File: src/design/ttw_pkg.sv
// ----------------------------------------------------------------------------
// ttw_pkg
// Types and constants for the text-mode terminal writer: command and result
// words, action codes, control characters and cell fill values.
// ----------------------------------------------------------------------------
`default_nettype none

package ttw_pkg;

  // Action codes carried in a command word
  localparam logic [1:0] ACT_WRITE = 2'd0;
  localparam logic [1:0] ACT_COLOR = 2'd1;
  localparam logic [1:0] ACT_READ  = 2'd2;

  // Control characters
  localparam logic [7:0] CH_NEWLINE = 8'h0A;
  localparam logic [7:0] CH_ESCAPE  = 8'h1B;

  // Cell values
  localparam logic [15:0] CELL_BLANK = 16'h0020;  // fill for a scrolled-in row
  localparam logic [15:0] CELL_RESET = 16'h0F20;  // white space on black
  localparam logic [7:0]  COLOR_RESET = 8'h0F;

  typedef struct packed {
    logic [1:0]  action;
    logic [7:0]  data_byte;
    logic        end_of_string;
    logic [10:0] cell_index;
  } ttw_cmd_t;

  typedef struct packed {
    logic [15:0] cell_value;
    logic [4:0]  cursor_row;
    logic [6:0]  cursor_column;
    logic [7:0]  current_color;
    logic        did_scroll;
  } ttw_result_t;

  // What a command word does to the screen store
  typedef struct packed {
    logic put_cell;  // store a character at the cursor
    logic scroll;    // cursor stepped past the last row
  } ttw_step_t;

endpackage

`default_nettype wire

File: src/design/ttw_cursor.sv
// ----------------------------------------------------------------------------
// ttw_cursor
// Cursor, colour attribute and escape flag. Decodes each command word into
// a cell store step and advances the cursor when the word is accepted.
// ----------------------------------------------------------------------------
`default_nettype none

module ttw_cursor #(
  parameter int COLUMNS = 80,
  parameter int ROWS    = 25,
  parameter int AW      = 11,
  parameter int RW      = 5,
  parameter int CW      = 7
) (
  input  wire logic             clk,
  input  wire logic             rst,
  input  wire logic             accept,
  input  wire ttw_pkg::ttw_cmd_t cmd,
  output ttw_pkg::ttw_step_t    step,
  output logic [AW-1:0]         cell_addr,
  output logic [RW-1:0]         row,
  output logic [CW-1:0]         column,
  output logic [7:0]            color
);

  import ttw_pkg::*;

  localparam logic [RW-1:0] LAST_ROW = RW'(ROWS - 1);
  localparam logic [CW-1:0] LAST_COL = CW'(COLUMNS - 1);
  localparam logic [AW-1:0] COLS_A   = AW'(COLUMNS);

  logic          esc_pending;
  logic          esc_pending_next;
  logic [RW-1:0] row_next;
  logic [CW-1:0] column_next;
  logic [7:0]    color_next;
  logic          row_step;

  // Linear address of the cursor cell
  assign cell_addr = AW'(AW'(row) * COLS_A + AW'(column));

  // Decode the command word
  always_comb begin
    step             = '0;
    row_step         = 1'b0;
    row_next         = row;
    column_next      = column;
    color_next       = color;
    esc_pending_next = esc_pending;
    case (cmd.action)
      ACT_WRITE: begin
        if (esc_pending) begin
          color_next       = cmd.data_byte;
          esc_pending_next = 1'b0;
        end else if (cmd.data_byte == CH_ESCAPE) begin
          esc_pending_next = 1'b1;
        end else if (cmd.data_byte == CH_NEWLINE) begin
          column_next = '0;
          row_step    = 1'b1;
        end else begin
          step.put_cell = 1'b1;
          if (column == LAST_COL) begin
            column_next = '0;
            row_step    = 1'b1;
          end else begin
            column_next = column + 1'b1;
          end
        end
        if (cmd.end_of_string) begin
          esc_pending_next = 1'b0;
        end
      end
      ACT_COLOR: begin
        color_next = cmd.data_byte;
      end
      default: begin
      end
    endcase
    // Step to the next row, or hold on the last row and scroll
    if (row_step) begin
      if (row == LAST_ROW) begin
        step.scroll = 1'b1;
      end else begin
        row_next = row + 1'b1;
      end
    end
  end

  // Hold state between accepted words
  always_ff @(posedge clk) begin
    if (rst) begin
      row         <= '0;
      column      <= '0;
      color       <= COLOR_RESET;
      esc_pending <= 1'b0;
    end else if (accept) begin
      row         <= row_next;
      column      <= column_next;
      color       <= color_next;
      esc_pending <= esc_pending_next;
    end
  end

endmodule

`default_nettype wire

File: config.mk
export PLATFORM = sky130hd
export DESIGN_NAME = ttw_cursor
export DESIGN_NICKNAME = d
export VERILOG_FILES = /design/src/design/ttw_pkg.sv /design/src/design/ttw_cursor.sv
export SDC_FILE = /design/constraint.sdc
export NUM_CORES = 1
export LEC_CHECK = 0
export ABC_AREA = 1
export BUFFER_PORTS_ARGS = -buffer_cell sky130_fd_sc_hd__clkbuf_2
export CORE_ASPECT_RATIO = 1.4
export CORE_UTILIZATION = 23
export DETAILED_ROUTE_END_ITERATION = 16
export PLACE_DENSITY = 0.55
export SYNTH_ARGS = -nofsm -noshare
export SYNTH_HDL_FRONTEND = slang
export SYNTH_SLANG_ARGS = --single-unit
File: constraint.sdc
create_clock -name clk -period 6.5 [get_ports clk]
set_input_delay 1.625 -clock clk [delete_from_list [all_inputs] [get_ports clk]]
set_output_delay 1.625 -clock clk [all_outputs]
set_load 0.02 [all_outputs]
Word-level counts from Yosys, hierarchy flattened
Cells that the tools add are included.

word-level totals
  word-level logic and storage cells = 41
  bits in registers = 21
  input bits = 25

cells by class
  add/subtract/negate cells = 3
  mux-type cells = 18
  bitwise operators = 3
  multiply operators = 1
  reductions and logical operators = 6
  eq/ne operators = 6

operators by type and width
  operator                                                               count
  8-bit one-hot mux with 2 select lines                                  1
  1-bit two-way mux                                                      14
  7-bit two-way mux                                                      2
  11-bit by 7-bit adder with 11-bit output                               1
  8-bit by 4-bit equality test with 1-bit output, second input constant  1
  8-bit by 5-bit equality test with 1-bit output, second input constant  1
  8-bit two-way mux                                                      1
  7-bit by 1-bit adder with 7-bit output, second input constant          1
  7-bit equality test, second input constant                             1
  5-bit by 3-bit multiplier with 7-bit output, second input constant     1
  3-bit AND reduction                                                    2
  5-bit by 1-bit adder with 5-bit output, second input constant          1
  5-bit equality test, second input constant                             1
  4-bit AND reduction                                                    1
  1-bit NOT                                                              3
  2-bit by 1-bit equality test with 1-bit output, second input constant  1
  2-bit zero test                                                        1
  2-bit inequality test, second input constant                           1
  2-bit AND reduction                                                    1
  2-bit nonzero test                                                     1

Depth between registers and ports, before layout
  depth in word-level cells = 7
  gate-level depth with buffers = 10
  gate-level depth less buffers = 10

Worst setup path before layout
OpenSTA, ideal clock, no wires.

  path type = input-to-output
  from = input port cmd[21] in the netlist's numbering
  to = output port step[0] in the netlist's numbering
  setup slack = 2.225 ns
  arrival time = 2.650 ns
  stages on the path = 5
  path buffers = 0
  required time = 4.875 ns
  path through = nor2_2 -> nand2_2 -> inv_1 -> nand2_2 -> nor4_1

RTL lines
  what             line              RTL
  start, declared  ttw_cursor.sv:18  input wire ttw_pkg::ttw_cmd_t cmd,
  end, declared    ttw_cursor.sv:19  output ttw_pkg::ttw_step_t step,

==> metrics.yaml <==
outcome:
  status: "finished clean"
die:
  io_pins: 58
  dieHeight_um: 97.6
  chipWidth_um: 70.3
  core_area_mm2: 0.00625
  initial_utilization: 0.240
  rows: 34
  dieArea_mm2: 0.00685
final_layout:
  final_layout_size_suffix_gt1_frac: 0.284
  fillers: 690
  area_growth_pct: 22.1
  instances_no_fill: 329
  finalNetCount: 297
  antennaDiodeCount: 0
  fin_util: 0.293
route:
  drt_iter0_drc: 61
  drtPass1Iterations: 4
  vias_per_cell: 4.30
  wl_per_cell_um: 10.1
  remaining_drc_errors: 0
  drtAntennaViolNets: 0
  drt_wl_total_um: 3340
  via_count: 1415
sta:
  finalCritPeriodShare: 0.652
  drv_slew: 0
  setup_violations: 0
  setup_tns_ns: 0
  fin_crit_ns: 4.24
  final_hold_viol_count: 0
  tightestPinTransition_ns: 0.416
  rsz0062_at_grt: "false"
  fin_hold_ws_ns: 0.480
  fmax_mhz: 236
  skew_ns: 0.00248
  slew_headroom: 0.723
cts:
  cts-buffers-inserted: 3
  post_cts_resized: 0
  path_clk_slew_ns: 0.08
  cts_max_level: 1
  cts_setup_buffers: 0
  cts_buffer_depth: 2
  clock_latency_ns: 0.26
  cts-root-buf: "clkbuf_8"
  hold_buffers: 0
  tritoncts: "built"
  cts_sinks: 21
yosys:
  syn_inst: 212
  synth_xor_area_frac: 0.0409
  synth_compound_area_frac: 0.107
  yosys_warnings: 0
  syn_area_mm2: 0.00150
  yosysSeqAreaShare: 0.280
  ys_types: 32
  synth-seq-cells: 21
  syn_area_per_cell_um2: 7.08
  synth_top_family_by_area: "simple AND/OR/NAND/NOR gates"
  synthMuxAreaShare: 0
  synth_fa_ha_area_frac: 0.127
  synthesis.nets: 251
  synth_simple_gate_area_frac: 0.336
critical_path:
  critPathCaptureType: "primary output"
  r2r_slack_ns: 4.90
  r2r_start: "row[1]$_SDFFE_PP0P_"
  ff2ff_path_depth: 8
  required_ns: 4.88
  r2r_end: "row[0]$_SDFFE_PP0P_"
  crit_start: "cmd[17]"
  worstSetupStartpointType: "primary input"
  cp_max_fo: 4
  arrival_ns: 2.61
  critical_path_class: "primary input to primary output"
  crit_end: "step[0]"
pwr:
  intPower_uw: 187
  max-vdd-ir-drop_uv: 55.3
  switchingPower_uw: 68.5
  power_density_mw_per_mm2: 140
  switching_share: 0.268
  cellLeakagePower_uw: 0.000980
  comb_power_share: 0.137
  seqPwrFrac: 0.523
  clockPowerShare: 0.340
global_route:
  grt_max_degree: 14
  grt_pass1_vias: 1370
  grt_usage: 0.104
  grt_pass1_wl_um: 5670
  overflow: 0
  antenna_found_initial: 0
worst_hold_path:
  hold_path.class: "flop to flop"
place:
  place_inst: 325
  gp_congestion: 0.767
  port_buffers: 46
  hpwlAfterDp_um: 2810
flow_run:
  drv_cap: 0
==> registers in the layout, summed over array words and instances, names as in the netlist <==
name and cells:
esc_pending 1, row 5, column 7, color 8
==> worst min-delay path by stage <==
stage,start,to,slack (ns),depth (start not counted)
floorplan,color[4]$_SDFFE_PP0P_,color[4]$_SDFFE_PP0P_,0.56,2
global placement,color[4]$_SDFFE_PP0P_,color[4]$_SDFFE_PP0P_,0.46,2
global route,color[2]$_SDFFE_PP1P_,color[2]$_SDFFE_PP1P_,0.50,2
detailed placement,color[4]$_SDFFE_PP0P_,color[4]$_SDFFE_PP0P_,0.47,2
CTS,color[4]$_SDFFE_PP0P_,color[4]$_SDFFE_PP0P_,0.49,2
finish,color[4]$_SDFFE_PP0P_,color[4]$_SDFFE_PP0P_,0.48,2
==> cell families after synthesis <==
group           count (synthesis)
xor+xnor                        7
simple gates                  106
flops                          21
buf+inv                        39
compound gates                 25
fa+ha+maj                      14
==> worst max-delay path: stages <==
cell and delay (ns):
clkbuf_2 0.09, inv_1 0.05, nand2_1 0.12, nor2_4 0.05
nand2_4 0.09, nand2_2 0.08, nor4_1 0.27, clkbuf_2 0.23
==> power groups by stage <==
stage / sequential [uW] / combinational [uW] / clock, uW
global placement: 137 / 35.4 / 0
finish: 134 / 35.1 / 86.9
global route: 134 / 39.1 / 95.7
CTS: 134 / 35.7 / 90.4
detailed placement: 137 / 35.6 / 0
floorplan: 141 / 19.4 / 0
==> synthesized netlist by cell type <==
| cell | number | area, um2 |
|---|---|---|
| a21oi_1 | 7 | 35.0 |
| a21oi_2 | 2 | 17.5 |
| a21oi_4 | 1 | 16.3 |
| a31o_2 | 1 | 8.76 |
| a31oi_1 | 1 | 6.26 |
| buf_4 | 4 | 30.0 |
| clkbuf_1 | 1 | 3.75 |
| dfxtp_1 | 21 | 420 |
| fa_1 | 2 | 40.0 |
| ha_1 | 12 | 150 |
| inv_1 | 31 | 116 |
| inv_2 | 2 | 7.51 |
| inv_4 | 1 | 6.26 |
| nand2_1 | 38 | 143 |
| nand2_2 | 7 | 43.8 |
| nand2_4 | 2 | 22.5 |
| nand3_1 | 6 | 30.0 |
| nand4_1 | 5 | 31.3 |
| nor2_1 | 35 | 131 |
| nor2_2 | 2 | 12.5 |
| nor2_4 | 2 | 22.5 |
| nor2_8 | 1 | 20.0 |
| nor3_1 | 2 | 10.0 |
| nor4_1 | 2 | 12.5 |
| o211ai_1 | 4 | 30.0 |
| o21ai_0 | 7 | 35.0 |
| o21ai_1 | 1 | 5.00 |
| o22ai_1 | 1 | 6.26 |
| or2_1 | 1 | 6.26 |
| or2_2 | 3 | 18.8 |
| xnor2_1 | 2 | 17.5 |
| xor2_1 | 5 | 43.8 |
==> metal layers <==
metal,part of all wire,GRT usage,vias to the layer above
li1,-,-,759
met1,0.40,0.100,630
met2,0.55,0.205,22
met3,0.031,0.0176,4
met4,0.019,0.0477,0
met5,0,0,-
==> through the flow <==
| step | area [um2] | setup slack, ns | total power, uW |
|---|---|---|---|
| floorplan | 1500 | 2.22 | 160 |
| global placement | 1790 | 2.21 | 172 |
| detailed placement | 1790 | 2.25 | 173 |
| CTS | 1830 | 2.25 | 260 |
| global route | 1830 | 2.19 | 269 |
| finish | 1830 | 2.26 | 256 |
==> area by class of cell <==
class | instances | area, um2 | share of cell area
clock buffer | 4 | 45.0 | 0.0246
inverter | 34 | 130 | 0.0710
multi-input combinational | 152 | 916 | 0.500
sequential | 21 | 420 | 0.230
tap | 72 | 90.1 | 0.0492
timing repair buffer | 46 | 230 | 0.126
==> cell usage in the layout (no fill, tap or decap), types with 3 or more instances in the layout <==
cell,count
a21oi_1,7
clkbuf_2,46
clkbuf_8,3
dfxtp_1,21
ha_1,12
inv_1,31
nand2_1,38
nand2_2,7
nand3_1,6
nand4_1,5
nor2_1,35
o211ai_1,4
o21ai_0,7
or2_2,3
xor2_1,5
Note: power is estimated with default switching activity, not from simulation.
