`config.mk`:
```
export PLATFORM = sky130hd
export DESIGN_NAME = ttw_seq
export DESIGN_NICKNAME = d
export VERILOG_FILES = /design/src/design/ttw_pkg.sv /design/src/design/ttw_seq.sv
export SDC_FILE = /design/constraint.sdc
export NUM_CORES = 1
export LEC_CHECK = 0
export ABC_AREA = 1
export BUFFER_PORTS_ARGS = -buffer_cell sky130_fd_sc_hd__buf_2
export CAP_MARGIN = 20
export CORE_MARGIN = 2
export CORE_UTILIZATION = 52
export DETAILED_ROUTE_END_ITERATION = 6
export GPL_TIMING_DRIVEN = 0
export MAX_ROUTING_LAYER = met4
export PLACE_DENSITY = 0.84
export SYNTH_ARGS = -nofsm -noshare
export SYNTH_HDL_FRONTEND = slang
export SYNTH_SLANG_ARGS = --single-unit
export TNS_END_PERCENT = 5
```
`constraint.sdc`:
```
create_clock -name clk -period 3.2 [get_ports clk]
set_input_delay 0 -clock clk [delete_from_list [all_inputs] [get_ports clk]]
set_output_delay 0 -clock clk [all_outputs]
set_load 0.01 [all_outputs]
```
`src/design/ttw_pkg.sv`:
```
// ----------------------------------------------------------------------------
// ttw_pkg
// Types and constants for the text-mode terminal writer: command and result
// words, action codes, control characters and cell fill values.
// ----------------------------------------------------------------------------
`default_nettype none

package ttw_pkg;

  // Action codes carried in a command word
  localparam logic [1:0] ACT_WRITE = 2'd0;
  localparam logic [1:0] ACT_COLOR = 2'd1;
  localparam logic [1:0] ACT_READ  = 2'd2;

  // Control characters
  localparam logic [7:0] CH_NEWLINE = 8'h0A;
  localparam logic [7:0] CH_ESCAPE  = 8'h1B;

  // Cell values
  localparam logic [15:0] CELL_BLANK = 16'h0020;  // fill for a scrolled-in row
  localparam logic [15:0] CELL_RESET = 16'h0F20;  // white space on black
  localparam logic [7:0]  COLOR_RESET = 8'h0F;

  typedef struct packed {
    logic [1:0]  action;
    logic [7:0]  data_byte;
    logic        end_of_string;
    logic [10:0] cell_index;
  } ttw_cmd_t;

  typedef struct packed {
    logic [15:0] cell_value;
    logic [4:0]  cursor_row;
    logic [6:0]  cursor_column;
    logic [7:0]  current_color;
    logic        did_scroll;
  } ttw_result_t;

  // What a command word does to the screen store
  typedef struct packed {
    logic put_cell;  // store a character at the cursor
    logic scroll;    // cursor stepped past the last row
  } ttw_step_t;

endpackage

`default_nettype wire

```
`src/design/ttw_seq.sv`:
```
// ----------------------------------------------------------------------------
// ttw_seq
// Cell store sequencer: clearing pass after reset, character writes, cell
// reads, and the scroll sweep (copy rows up, then fill the bottom row).
// ----------------------------------------------------------------------------
`default_nettype none

module ttw_seq #(
  parameter int COLUMNS = 80,
  parameter int ROWS    = 25,
  parameter int AW      = 11
) (
  input  wire logic              clk,
  input  wire logic              rst,
  input  wire logic              accept,
  input  wire ttw_pkg::ttw_cmd_t  cmd,
  input  wire ttw_pkg::ttw_step_t step,
  input  wire logic [AW-1:0]     cell_addr,
  input  wire logic [7:0]        color,
  output logic                   busy,
  output logic                   done,
  output logic [15:0]            cell_value,
  output logic                   did_scroll,
  output logic                   mem_we,
  output logic [AW-1:0]          mem_waddr,
  output logic [15:0]            mem_wdata,
  output logic                   mem_re,
  output logic [AW-1:0]          mem_raddr,
  input  wire logic [15:0]       mem_rdata
);

  import ttw_pkg::*;

  localparam int CELLS = ROWS * COLUMNS;
  localparam logic [AW-1:0] LAST_CELL = AW'(CELLS - 1);
  localparam logic [AW-1:0] COPY_END  = AW'(CELLS - COLUMNS);
  localparam logic [AW-1:0] COLS_A    = AW'(COLUMNS);
  localparam logic [16:0]   CELLS_W   = 17'(CELLS);

  typedef enum logic [4:0] {
    ST_CLEAR = 5'b00001,
    ST_IDLE  = 5'b00010,
    ST_READ  = 5'b00100,
    ST_COPY  = 5'b01000,
    ST_FILL  = 5'b10000
  } state_t;

  state_t        state;
  state_t        state_next;
  logic [AW-1:0] cnt;
  logic [AW-1:0] cnt_next;
  logic          done_next;
  logic [15:0]   cell_value_next;
  logic          did_scroll_next;
  logic          in_range;

  assign busy     = (state != ST_IDLE);
  assign in_range = ({6'd0, cmd.cell_index} < CELLS_W);

  // Drive the cell store and choose the next step
  always_comb begin
    state_next      = state;
    cnt_next        = cnt;
    done_next       = 1'b0;
    cell_value_next = cell_value;
    did_scroll_next = did_scroll;
    mem_we          = 1'b0;
    mem_waddr       = cnt;
    mem_wdata       = CELL_RESET;
    mem_re          = 1'b0;
    mem_raddr       = AW'(cmd.cell_index);
    case (state)
      ST_CLEAR: begin
        mem_we = 1'b1;
        if (cnt == LAST_CELL) begin
          cnt_next   = '0;
          state_next = ST_IDLE;
        end else begin
          cnt_next = cnt + 1'b1;
        end
      end
      ST_IDLE: begin
        if (accept) begin
          cell_value_next = '0;
          did_scroll_next = 1'b0;
          if (cmd.action == ACT_READ && in_range) begin
            mem_re     = 1'b1;
            state_next = ST_READ;
          end else begin
            // Store the character first; a scroll then moves it up
            mem_we    = step.put_cell;
            mem_waddr = cell_addr;
            mem_wdata = {color, cmd.data_byte};
            if (step.scroll) begin
              cnt_next   = '0;
              state_next = ST_COPY;
            end else begin
              done_next = 1'b1;
            end
          end
        end
      end
      ST_READ: begin
        cell_value_next = mem_rdata;
        done_next       = 1'b1;
        state_next      = ST_IDLE;
      end
      ST_COPY: begin
        // Read one row ahead, write back the word read last cycle
        mem_re    = (cnt != COPY_END);
        mem_raddr = cnt + COLS_A;
        mem_we    = (cnt != '0);
        mem_waddr = cnt - 1'b1;
        mem_wdata = mem_rdata;
        if (cnt == COPY_END) begin
          state_next = ST_FILL;
        end else begin
          cnt_next = cnt + 1'b1;
        end
      end
      ST_FILL: begin
        mem_we    = 1'b1;
        mem_wdata = CELL_BLANK;
        if (cnt == LAST_CELL) begin
          cnt_next        = '0;
          did_scroll_next = 1'b1;
          done_next       = 1'b1;
          state_next      = ST_IDLE;
        end else begin
          cnt_next = cnt + 1'b1;
        end
      end
      default: begin
        state_next = ST_IDLE;
      end
    endcase
  end

  // Control state
  always_ff @(posedge clk) begin
    if (rst) begin
      state <= ST_CLEAR;
      cnt   <= '0;
      done  <= 1'b0;
    end else begin
      state <= state_next;
      cnt   <= cnt_next;
      done  <= done_next;
    end
  end

  // Result payload
  always_ff @(posedge clk) begin
    cell_value <= cell_value_next;
    did_scroll <= did_scroll_next;
  end

endmodule

`default_nettype wire

```
[Word level (Yosys, flattened, before mapping)]
Index checks and enable logic that the tools add are counted.
Operators by class
  add/subtract/negate cells: 3
  $lt $le $gt $ge: 1
  eq/ne operators: 18
  mux-type cells: 35
  reduce and logical (&&, ||, !) cells: 10
Operators with widths (count)
  11-bit two-way mux: 8
  16-bit two-way mux: 3
  16-bit case mux with 3 select lines: 1
  11-bit case mux with 3 select lines: 1
  16-bit case mux with 2 select lines: 1
  5-bit two-way mux: 5
  11-bit == test (second input constant): 2
  11-bit case mux with 2 select lines: 1
  5-bit case mux with 3 select lines: 1
  2-bit != test (second input constant): 6
  11-bit by 1-bit adder with 11-bit output (second input constant): 1
  11-bit by 7-bit adder with 11-bit output (second input constant): 1
  11-bit < comparator (second input constant): 1
  11-bit != test (second input constant): 1
  11-bit nonzero test: 1
  11-bit by 1-bit subtractor with 11-bit output (second input constant): 1
  1-bit two-way mux: 10
  1-bit case mux with 3 select lines: 2
  5-bit by 1-bit == test with 1-bit output (second input constant): 1
  5-bit by 2-bit == test with 1-bit output (second input constant): 1
  5-bit by 3-bit == test with 1-bit output (second input constant): 1
  5-bit by 4-bit == test with 1-bit output (second input constant): 1
  5-bit == test (second input constant): 1
  5-bit by 2-bit != test with 1-bit output (second input constant): 1
  other kinds (12): 14
Storage, ports and cells
  register bits: 34
  bits of input ports: 62
  output and inout bits: 59
  word-level logic and storage cells: 72

[Logic depth before layout (Yosys ltp)]
Gate-level depths: netlist of the first run.
  depth after elaboration: 5
  gate-level depth with buffers: 12
  mapped depth without buffers: 12

[Worst setup path after synthesis of the first run]
OpenSTA, ideal clock, no wires.
  kind: reg-to-reg
  from: reg state[0]
  to: reg cell_value[0] (enable)
  library setup time: 0.372 ns
  arrival time: 1.403 ns
  slack: 1.426 ns
  cell stages (with the launch flop): 5
  path buffers: 1
  period minus slack after synthesis: 1.774 ns
  path through: dfxtp_1 nor2_2 nand4_1 clkbuf_1 nand2_1
Between the ends
  cells in the longest elaborated chain, start to end: 3
  elaborated cells on any way between the ends: 5
  classes of those cells: eq/ne: 3; reduce/logical: 2
RTL lines
  from (decl): line ttw_seq.sv:48  | state_t state;
  from (signal assigned): line ttw_seq.sv:146  | state <= state_next;
  5-bit by 2-bit == test with 1-bit output or 5-bit by 3-bit == test with 1-bit output (tied branches): line ttw_seq.sv:72  | case (state)
  2-bit != test (no source line) or 2-bit nonzero test (tied branches)
  2-bit AND reduction (no source line) (*)
  to (signal assigned): line ttw_seq.sv:154  | cell_value <= cell_value_next;
  to (decl): line ttw_seq.sv:22  | output logic [15:0] cell_value,
Every way passes the cells marked *; elsewhere a longest branch is shown, timed or not.
A chain may end at the register's enable or synchronous reset.

[Worst setup path in the final report of the first run]
  from: reg state[0]
  to: reg cell_value[15] (enable)
Same word-level chain as after synthesis.

==> metrics list, run 1 <==
- GRT Residual Overflow: 0
- Top cell type's share of synthesized area: 19.1%
- Number of violations of the max-capacitance limit: 0
* Area of the multi-input gates: 1560 um2
* Combinational Power Share: 18.3%
- Post-Route WL: 8960 um
- Traced cell by cell, the critical path runs through nor2_2 -> nand4_1 -> clkbuf_1 -> nand2_1.
- Dominant cell type by area after synthesis: sky130_fd_sc_hd__edfxtp_1
- At the worst endpoint, the required time is 3.13 ns.
* Number of rows in the core area: 26
* Detailed-placement wirelength estimate: 6910 um
* Static Leak: 0.00175 uW
- After synthesis, the share of flip-flops with an asynchronous set or reset is 0%.
- The critical path is of the flip-flop to flip-flop type.
- The number of nets handed over by synthesis was 478.
- Cell count of the worst reg-to-reg path: 4
- Source of the worst register-to-register timing path: state[0]$_SDFFE_PP1P_
- Each instance of the synthesized netlist takes up on average 6.50 um2.
- Count of TritonRoute iterations in the first routing pass: 5
- The final number of hold-violating endpoints came to 0.
- Switching power: 327 uW
* Final sum of negative setup slack: 0 ns
- Status: finished clean
* Pint: 853 uW
* Via count of the first global-routing pass: 2803
- Maximum ir drop on the vdd rail: 0.195 mV
* Final setup slack of the worst path: 0.950 ns
- The min-delay analysis places its worst path in the category input pin to flip-flop.
- Via density per instance: 5.40
* Number of filler cells placed in the layout: 454
* Max Clock Freq: 0.444 GHz
- The total count of max-transition violations in the final report came to 0.
* Total number of clock tree sinks: 34
- The design draws 1180 uW.
- For this design, the slowest cell found on the critical path is sky130_fd_sc_hd__nand2_1.
* Maximum clock path buffer count: 2
- Leading register cell type out of synthesis: sky130_fd_sc_hd__edfxtp_1
* Hold path endpoint: cell_value[5]$_SDFFCE_PN0P_
- Worst hold start: mem_rdata[5]
* Count of warnings emitted by yosys: 0
* Cell count after synthesis: 412
- The number of antenna diodes in the final layout is 0.
- The clock arrives with 0.00533 ns of skew.
- Global routing consumed, over all layers together, 30.8% of the routing resources.
* Most frequent cell after synthesis: sky130_fd_sc_hd__nand2_1
- Clock Latency Late Sink: 0.30 ns
- The endpoint identified for the worst register-to-register timing path is cell_value[15]$_SDFFCE_PN0P_.
- Ranking of synthesized cells by area: sky130_fd_sc_hd__edfxtp_1 (19%), sky130_fd_sc_hd__dfxtp_1 (13%), sky130_fd_sc_hd__nand2_1 (12%), sky130_fd_sc_hd__o21ai_0 (9.9%), sky130_fd_sc_hd__nand3_1 (7.5%)
* Crit path largest cell delay: 0.57 ns
- Kind of cell with the highest combined delay on the critical path: simple AND/OR/NAND/NOR gates
* Proportion of synthesized chip area in sequential cells: 31.8%
* GPL Wtd Cong: 0.926
- Clock-pin slew was measured on the worst setup and hold paths at 0.08 ns.
- CTS built an H-tree with a depth of 2.
- Counting both buffers and inverters, the worst setup path holds a total of 1.
- Root buf cell: sky130_fd_sc_hd__clkbuf_8
* Number of nets in the layout: 603
- Along the worst hold path, the cell count comes to 3.
* Number of clock buffers inserted by TritonCTS: 5
* Avg WL per Cell: 14.7 um
* Vias: 3281
- TritonCTS clock tree: done
- Post-CTS repair changed the size of 0 cells.
* Switching power share of the total: 27.7%
- In this run the remaining antenna-violating nets after routing total 0.
- STA classifies the critical path startpoint as a flip-flop.
- Count of buffers added by post-CTS timing repair for setup: 0
- Commonest cells in the synthesized netlist: sky130_fd_sc_hd__nand2_1 (84), sky130_fd_sc_hd__o21ai_0 (53), sky130_fd_sc_hd__nor2_1 (52)
- Along the worst path, the maximum fanout reaches 16.
- In this run the power density over the cells is 338 nW/um2.
- In this run the cell area of the synthesized design comes to 2680 um2.
* Initial detailed-routing violation count: 314
* Post-route minimum period: 2.25 ns
- Maximum number of pins on one net before global-route repair: 17
- 121 I/O pins were placed.
- The number of antenna violations at the first check in global routing was 0.
- Final Setup Violations: 0
* Power share of the clock group: 41.0%
- Buffers inserted to repair hold after CTS numbered 0.
- Worst hold margin: 0.0114 ns
- Of the available clock period, the critical path in the final layout requires 70.3%.
- For the worst setup path, the data arrival time is 2.19 ns.
- Starting density of the core: 53.1%
* Standard cell core area: 5040 um2
- In the routed design, unresolved DRC markers number 0.
* Area Growth Syn to Fin: 30.3%
- Vertical die dimension: 75.8 um
- Worst rel slew slack: 55.9%
- Post-placement setup slack: 0.988 ns
- Register bit count reported by yosys: 34
- Worst-Margin Slew: 0.660 ns
- Nature of the critical path endpoint: flip-flop
* Share of cells above drive strength 1: 29.4%
* Sequential power share: 40.7%
- Setup repair after global routing missed its margin: false
- The die covers 5740 um2.
- Register Area: 851 um2
- Count of buffers inserted at the top-level ports: 118
- In this run, synthesis inferred 17 flip-flops with an integrated enable.
* Yosys cell types: 31
- Worst reg2reg setup slack: 0.95 ns
- The first global-routing pass estimated 13000 um of wire.
- Overall die width: 75.8 um
flip-flops by register name, indices dropped and copies added (netlist names):
register	cells
state	5
cell_value	16
cnt	11
did_scroll	1
done	1
final cells by class:
type / count / share of cell area, %
multi-input combinational: 312 / 44.8
sequential: 34 / 24.4
timing repair buffer: 118 / 16.9
inverter: 49 / 5.27
tap: 70 / 2.51
buffer: 17 / 2.26
clock buffer: 5 / 1.97
clock inverter: 3 / 1.83
routing by layer:
| layer | global-route usage [%] | vias up | wire length (um) |
|---|---|---|---|
| li1 | - | 1612 | - |
| met1 | 36.7 | 1463 | 3620 |
| met2 | 53.0 | 188 | 4390 |
| met3 | 5.16 | 18 | 820 |
| met4 | 8.97 | 0 | 127 |
| met5 | - | - | 0 |
metrics by stage:
stage                     util, %  cells  area, um2
final                        69.2    608       3490
after global routing         69.2    608       3490
after CTS                    69.2    608       3490
after detailed placement     66.6    600       3360
after global placement       66.6    600       3360
after floorplan                 -    412       2680
cell usage in the layout, fill, tap and decap left out, types with 3 or more instances in the layout:
cell type                    n
sky130_fd_sc_hd__a21oi_1    20
sky130_fd_sc_hd__buf_2     121
sky130_fd_sc_hd__buf_4       3
sky130_fd_sc_hd__clkbuf_1   11
sky130_fd_sc_hd__clkbuf_8    5
sky130_fd_sc_hd__dfxtp_1    17
sky130_fd_sc_hd__edfxtp_1   17
sky130_fd_sc_hd__ha_1        4
sky130_fd_sc_hd__inv_1      45
sky130_fd_sc_hd__inv_2       4
sky130_fd_sc_hd__nand2_1    84
sky130_fd_sc_hd__nand2_2     7
sky130_fd_sc_hd__nand3_1    40
sky130_fd_sc_hd__nand4_1     6
sky130_fd_sc_hd__nor2_1     52
sky130_fd_sc_hd__nor2_2      6
sky130_fd_sc_hd__nor2_4      4
sky130_fd_sc_hd__o211ai_1    5
sky130_fd_sc_hd__o21ai_0    53
sky130_fd_sc_hd__o21ai_1     5
sky130_fd_sc_hd__xor2_1      8
power by group through the flow:
stage	logic (uW)	clock network, uW	registers [uW]
after floorplan	125	0	484
after global placement	206	0	488
after detailed placement	209	0	489
after CTS	211	481	479
after global routing	241	497	482
final	216	483	481
worst register-to-register path, delay by kind of cell (launching register included):
family	cells	cell delay (ns)
AND/OR/NAND/NOR	3	1.18
buffers and inverters	1	0.36
flip-flops	1	0.34
how the worst max path moves through the flow:
stage | start | endpoint | slack [ns] | cells past startpoint
after floorplan | state[0]$_SDFFE_PP1P_ | cell_value[0]$_SDFFCE_PN0P_ | 1.43 | 4
after global placement | state[0]$_SDFFE_PP1P_ | cell_value[15]$_SDFFCE_PN0P_ | 1.04 | 4
after detailed placement | state[4]$_SDFFE_PP0P_ | cell_value[2]$_SDFFCE_PN0P_ | 0.99 | 4
after CTS | state[0]$_SDFFE_PP1P_ | cell_value[2]$_SDFFCE_PN0P_ | 0.99 | 4
after global routing | state[4]$_SDFFE_PP0P_ | cell_value[4]$_SDFFCE_PN0P_ | 0.85 | 4
final | state[0]$_SDFFE_PP1P_ | cell_value[15]$_SDFFCE_PN0P_ | 0.95 | 4
logic make-up (layout without fill, tap and decap cells):
logic type               Yosys count  count (layout)  share of synthesized area, %
adder cells (fa/ha/maj)            4               4                          1.87
flip-flops                        34              34                          31.8
AND/OR/NAND/NOR                  209             209                          35.9
buffers and inverters             66             192                          9.81
XOR/XNOR                           8               8                          2.62
AO/OA/AOI/OAI                     91              91                          18.0
(Power assumes the default switching activity.)
==> run 2: changes to the inputs <==
--- a/config.mk
+++ b/config.mk
@@ -9,11 +9,11 @@
 export BUFFER_PORTS_ARGS = -buffer_cell sky130_fd_sc_hd__buf_2
 export CAP_MARGIN = 20
 export CORE_MARGIN = 2
-export CORE_UTILIZATION = 52
+export CORE_UTILIZATION = 48
 export DETAILED_ROUTE_END_ITERATION = 6
 export GPL_TIMING_DRIVEN = 0
 export MAX_ROUTING_LAYER = met4
-export PLACE_DENSITY = 0.84
+export PLACE_DENSITY = 0.78
 export SYNTH_ARGS = -nofsm -noshare
 export SYNTH_HDL_FRONTEND = slang
 export SYNTH_SLANG_ARGS = --single-unit
==> constraint.sdc (replaced) <==
create_clock -name clk -period 2.2 [get_ports clk]
set_input_delay 0 -clock clk [delete_from_list [all_inputs] [get_ports clk]]
set_output_delay 0 -clock clk [all_outputs]
set_load 0.01 [all_outputs]
==> metrics list, run 2 (synthesis gave the netlist of run 1 again) <==
- Peak fanout along the critical path: 6 (was 16)
- The family with the most delay on the worst path is simple AND/OR/NAND/NOR gates (unchanged).
- Maximum clock path buffer count: 2 (unchanged)
- The root cell of the clock tree is sky130_fd_sc_hd__clkbuf_8 (unchanged).
- The peak supply drop is 0.384 mV (was 0.195 mV).
- The data arrival at the endpoint of the critical path was 2.01 ns (was 2.19 ns).
- Status: finished clean (unchanged).
* Overall track demand over capacity in global routing: 29.8% (was 30.8%)
* Critical path startpoint category: flip-flop (unchanged)
- Final setup slack of the worst path: 0.192 ns (was 0.950 ns)
- Starting density of the core: 49.2% (was 53.1%)
* Static Leak: 0.00172 uW (was 0.00175 uW)
* Leading cell types in the layout, fill and taps excluded: sky130_fd_sc_hd__buf_2 (121), sky130_fd_sc_hd__nand2_1 (83), sky130_fd_sc_hd__o21ai_0 (53), sky130_fd_sc_hd__nor2_1 (51), sky130_fd_sc_hd__inv_1 (44) (was sky130_fd_sc_hd__buf_2 (121), sky130_fd_sc_hd__nand2_1 (84), sky130_fd_sc_hd__o21ai_0 (53), sky130_fd_sc_hd__nor2_1 (52), sky130_fd_sc_hd__inv_1 (45))
- Hold path endpoint: cell_value[11]$_SDFFCE_PN0P_ (was cell_value[5]$_SDFFCE_PN0P_)
- The critical path start-end classification was flip-flop to primary output (was flip-flop to flip-flop).
* Number of pins exceeding their max-slew limit in the final report: 0 (unchanged)
- H-tree level count: 2 (unchanged)
* Overall die width: 78.7 um (was 75.8 um)
* DRC violations left: 0 (unchanged)
* Placed Area: 3360 um2 (about the same)
- Die area: 6190 um2 (was 5740 um2)
- Max FFs per register: 16 (unchanged)
- Number of filler cells placed in the layout: 505 (was 454)
- Remaining antenna violation count after routing: 0 (unchanged)
* Source of the worst register-to-register timing path: cnt[0]$_SDFFE_PP0P_ (was state[0]$_SDFFE_PP1P_)
- The count of vias placed by the detailed router came to 3294 (was 3281).
* Maximum number of pins on one net before global-route repair: 17 (unchanged)
- The area of the core region came to 5440 um2 (was 5040 um2).
- Worst rel slew slack: 64.5% (was 55.9%)
- Top-Level Pins: 121 (unchanged)
* GRT Residual Overflow: 0 (unchanged)
* Critical R2R Capture: state[4]$_SDFFE_PP0P_ (was cell_value[15]$_SDFFCE_PN0P_)
- Crit path cell chain: inv_1 -> ha_1 -> nand2_1 -> nor2_2 -> nand3_1 -> nand2_1 -> o21ai_0 -> buf_2 (was nor2_2 -> nand4_1 -> clkbuf_1 -> nand2_1).
- Number of rows in the core area: 27 (was 26)
* Number of nets in the layout: 603 (unchanged)
- The number of endpoints failing setup at the final stage was 0 (unchanged).
- The slack of the worst reg-to-reg path is 0.24 ns (was 0.95 ns).
* Worst hold start: mem_rdata[11] (was mem_rdata[5])
- Cell count of the worst reg-to-reg path: 11 (was 4)
- The routed wire length per instance is 14.6 um (was 14.7 um).
- Skew final: 0.00964 ns (was 0.00533 ns)
- Count of TritonRoute iterations in the first routing pass: 6 (was 5)
- The fraction of layout instances using a drive strength above 1 is 29.9% (was 29.4%).
- Number of violations of the max-capacitance limit: 0 (unchanged)
* First-pass GRT wire length: 14200 um (was 13000 um)
- Post-Route WL: 8920 um (was 8960 um)
- The DRC marker count from the first detailed-route iteration came to 254 (was 314).
- Clock transition at the registers of the reported paths: 0.07 ns (was 0.08 ns)
* Area Growth Syn to Fin: 29.0% (was 30.3%)
- Counting stages on the worst path, the most repeated cell is sky130_fd_sc_hd__nand2_1.
* Part of the cycle the worst path needs: 91.3%
- The average via count per standard cell was 5.40 (about the same).
* Class of the worst hold path: input pin to flip-flop (unchanged)
- The transition at the pin with the smallest max-transition slack was 0.532 ns (was 0.660 ns).
* Nature of the critical path endpoint: primary output (was flip-flop)
- Number of antenna violations at the first check in global routing: 0 (unchanged)
- Biggest registers after layout: cell_value (16), cnt (11), state (5) (unchanged).
- The number of clock sinks came to 34 (unchanged).
- The worst slack at placement is -0.000435 ns (was 0.988 ns).
* Final-report hold violation count: 0 (unchanged)
- The clock insertion delay at the later pin of the skew report is 0.29 ns (was 0.30 ns).
- The number of global-route vias before repair was 3013 (was 2803).
- For this run, the top clock speed supported by timing is 0.498 GHz.
* Slowest cell on crit path: sky130_fd_sc_hd__dfxtp_1 (was sky130_fd_sc_hd__nand2_1)
- The placed wire-length estimate after detailed placement is 6970 um (was 6910 um).
- The final antenna diode count was 0 (unchanged).
* Commonest non-fill, non-tap cell in the layout: sky130_fd_sc_hd__buf_2 (unchanged)
- The CTS tree is done (unchanged).
- Number of clock buffers inserted by TritonCTS: 5 (unchanged)
- The number of buffers inserted for hold repair after clock tree synthesis is 0 (unchanged).
- GPL Wtd Cong: 0.939 (was 0.926)
* Number of instances on the worst hold path: 3 (unchanged)
- The critical path required time was 2.20 ns (was 3.13 ns).
* Post-route minimum period: 2.01 ns
- The post-route cell area is 3450 um2 (was 3490 um2).
- The power per unit of standard cell area was 424 nW/um2 (was 338 nW/um2).
* Final sum of negative setup slack: 0 ns (unchanged)
- The count of port buffers added during placement came to 118 (unchanged).
- The die outline height is 78.7 um (was 75.8 um).
- The total buffers and inverters traversed by the critical path came to 2 (was 1).
* Setup repair after global routing missed its margin: false (unchanged)
* Most flop-heavy register: cell_value (unchanged)
- Crit path largest cell delay: 0.36 ns (was 0.57 ns)
## run 2: changes by cell type in the layout (fill, tap and decap cells not counted)
cell	previous run	this run
sky130_fd_sc_hd__nor2_2	6	7
sky130_fd_sc_hd__inv_2	4	5
sky130_fd_sc_hd__nor2_1	52	51
sky130_fd_sc_hd__nand2_1	84	83
sky130_fd_sc_hd__nand2_4	1	2
sky130_fd_sc_hd__inv_1	45	44
sky130_fd_sc_hd__clkinv_2	0	1
sky130_fd_sc_hd__clkinvlp_4	0	1
sky130_fd_sc_hd__bufinv_16	2	0
## run 2: worst max-delay path by stage
stage                          startpoint                           to  depth (start not counted)
CTS                 state[2]$_SDFFE_PP0P_                 mem_wdata[6]                          7
global placement    state[0]$_SDFFE_PP1P_  cell_value[1]$_SDFFCE_PN0P_                          4
floorplan           state[0]$_SDFFE_PP1P_  cell_value[0]$_SDFFCE_PN0P_                          4
global route          cnt[0]$_SDFFE_PP0P_                       mem_re                          8
detailed placement  state[4]$_SDFFE_PP0P_  cell_value[1]$_SDFFCE_PN0P_                          4
finish                cnt[0]$_SDFFE_PP0P_                       mem_re                          8
## run 2: routing by layer
| layer | vias up | global-route usage, % | part of all wire (%) |
|---|---|---|---|
| met1 | 1494 | 34.8 | 40 |
| met4 | 0 | 10.2 | 1.8 |
| met3 | 21 | 6.09 | 9.3 |
| met2 | 168 | 50.9 | 49 |
| met5 | - | - | 0 |
| li1 | 1611 | - | - |
## run 2: worst register-to-register path, stage by stage, from the launching register on
cell,delay [ns]
sky130_fd_sc_hd__dfxtp_1,0.36
sky130_fd_sc_hd__inv_1,0.20
sky130_fd_sc_hd__ha_1,0.23
sky130_fd_sc_hd__nand2_1,0.07
sky130_fd_sc_hd__nor2_2,0.19
sky130_fd_sc_hd__nand3_1,0.16
sky130_fd_sc_hd__nand2_1,0.18
sky130_fd_sc_hd__nand2_1,0.12
sky130_fd_sc_hd__nor2_4,0.17
sky130_fd_sc_hd__nand2_1,0.07
sky130_fd_sc_hd__nand2_1,0.07
sky130_fd_sc_hd__nor2_1,0.04
## run 2: power breakdown
group / total (uW) / internal, uW / switching [uW] / leakage (uW)
Sequential: 697 / 674 / 23.1 / 0.000293
Clock: 451 / 217 / 234 / 0.0000416
Combinational: 316 / 120 / 196 / 0.00139
Total: 1460 / 1010 / 453 / 0.00172
## run 2: metrics by stage
step	utilization [%]	hold slack (ns)	total power [uW]	std cells
4_1_cts	63.4	0.0190	1470	610
2_1_floorplan	-	0.124	887	412
3_5_place_dp	61.7	0.301	1020	602
6_report	63.5	0.0217	1460	610
5_1_grt	63.5	0.0338	1530	610
3_3_place_gp	61.7	0.293	1010	602
## run 2: repair_timing
action	4_1_cts	5_1_grt
pin swaps	0	1
hold endpoints to repair	0	0
buffers inserted	0	0
resized for setup	1	3
endpoints found under the setup margin	16	27
## run 2: layout make-up
class                           instances  area [um2]  share of cell area [%]
Multi-Input combinational cell        312        1570                    45.6
Sequential cell                        34         851                    24.6
Timing Repair Buffer                  118         591                    17.1
Inverter                               49         184                    5.33
Tap cell                               72        90.1                    2.61
Buffer                                 17        78.8                    2.28
Clock buffer                            5        68.8                    1.99
Clock inverter                          3        16.3                   0.471
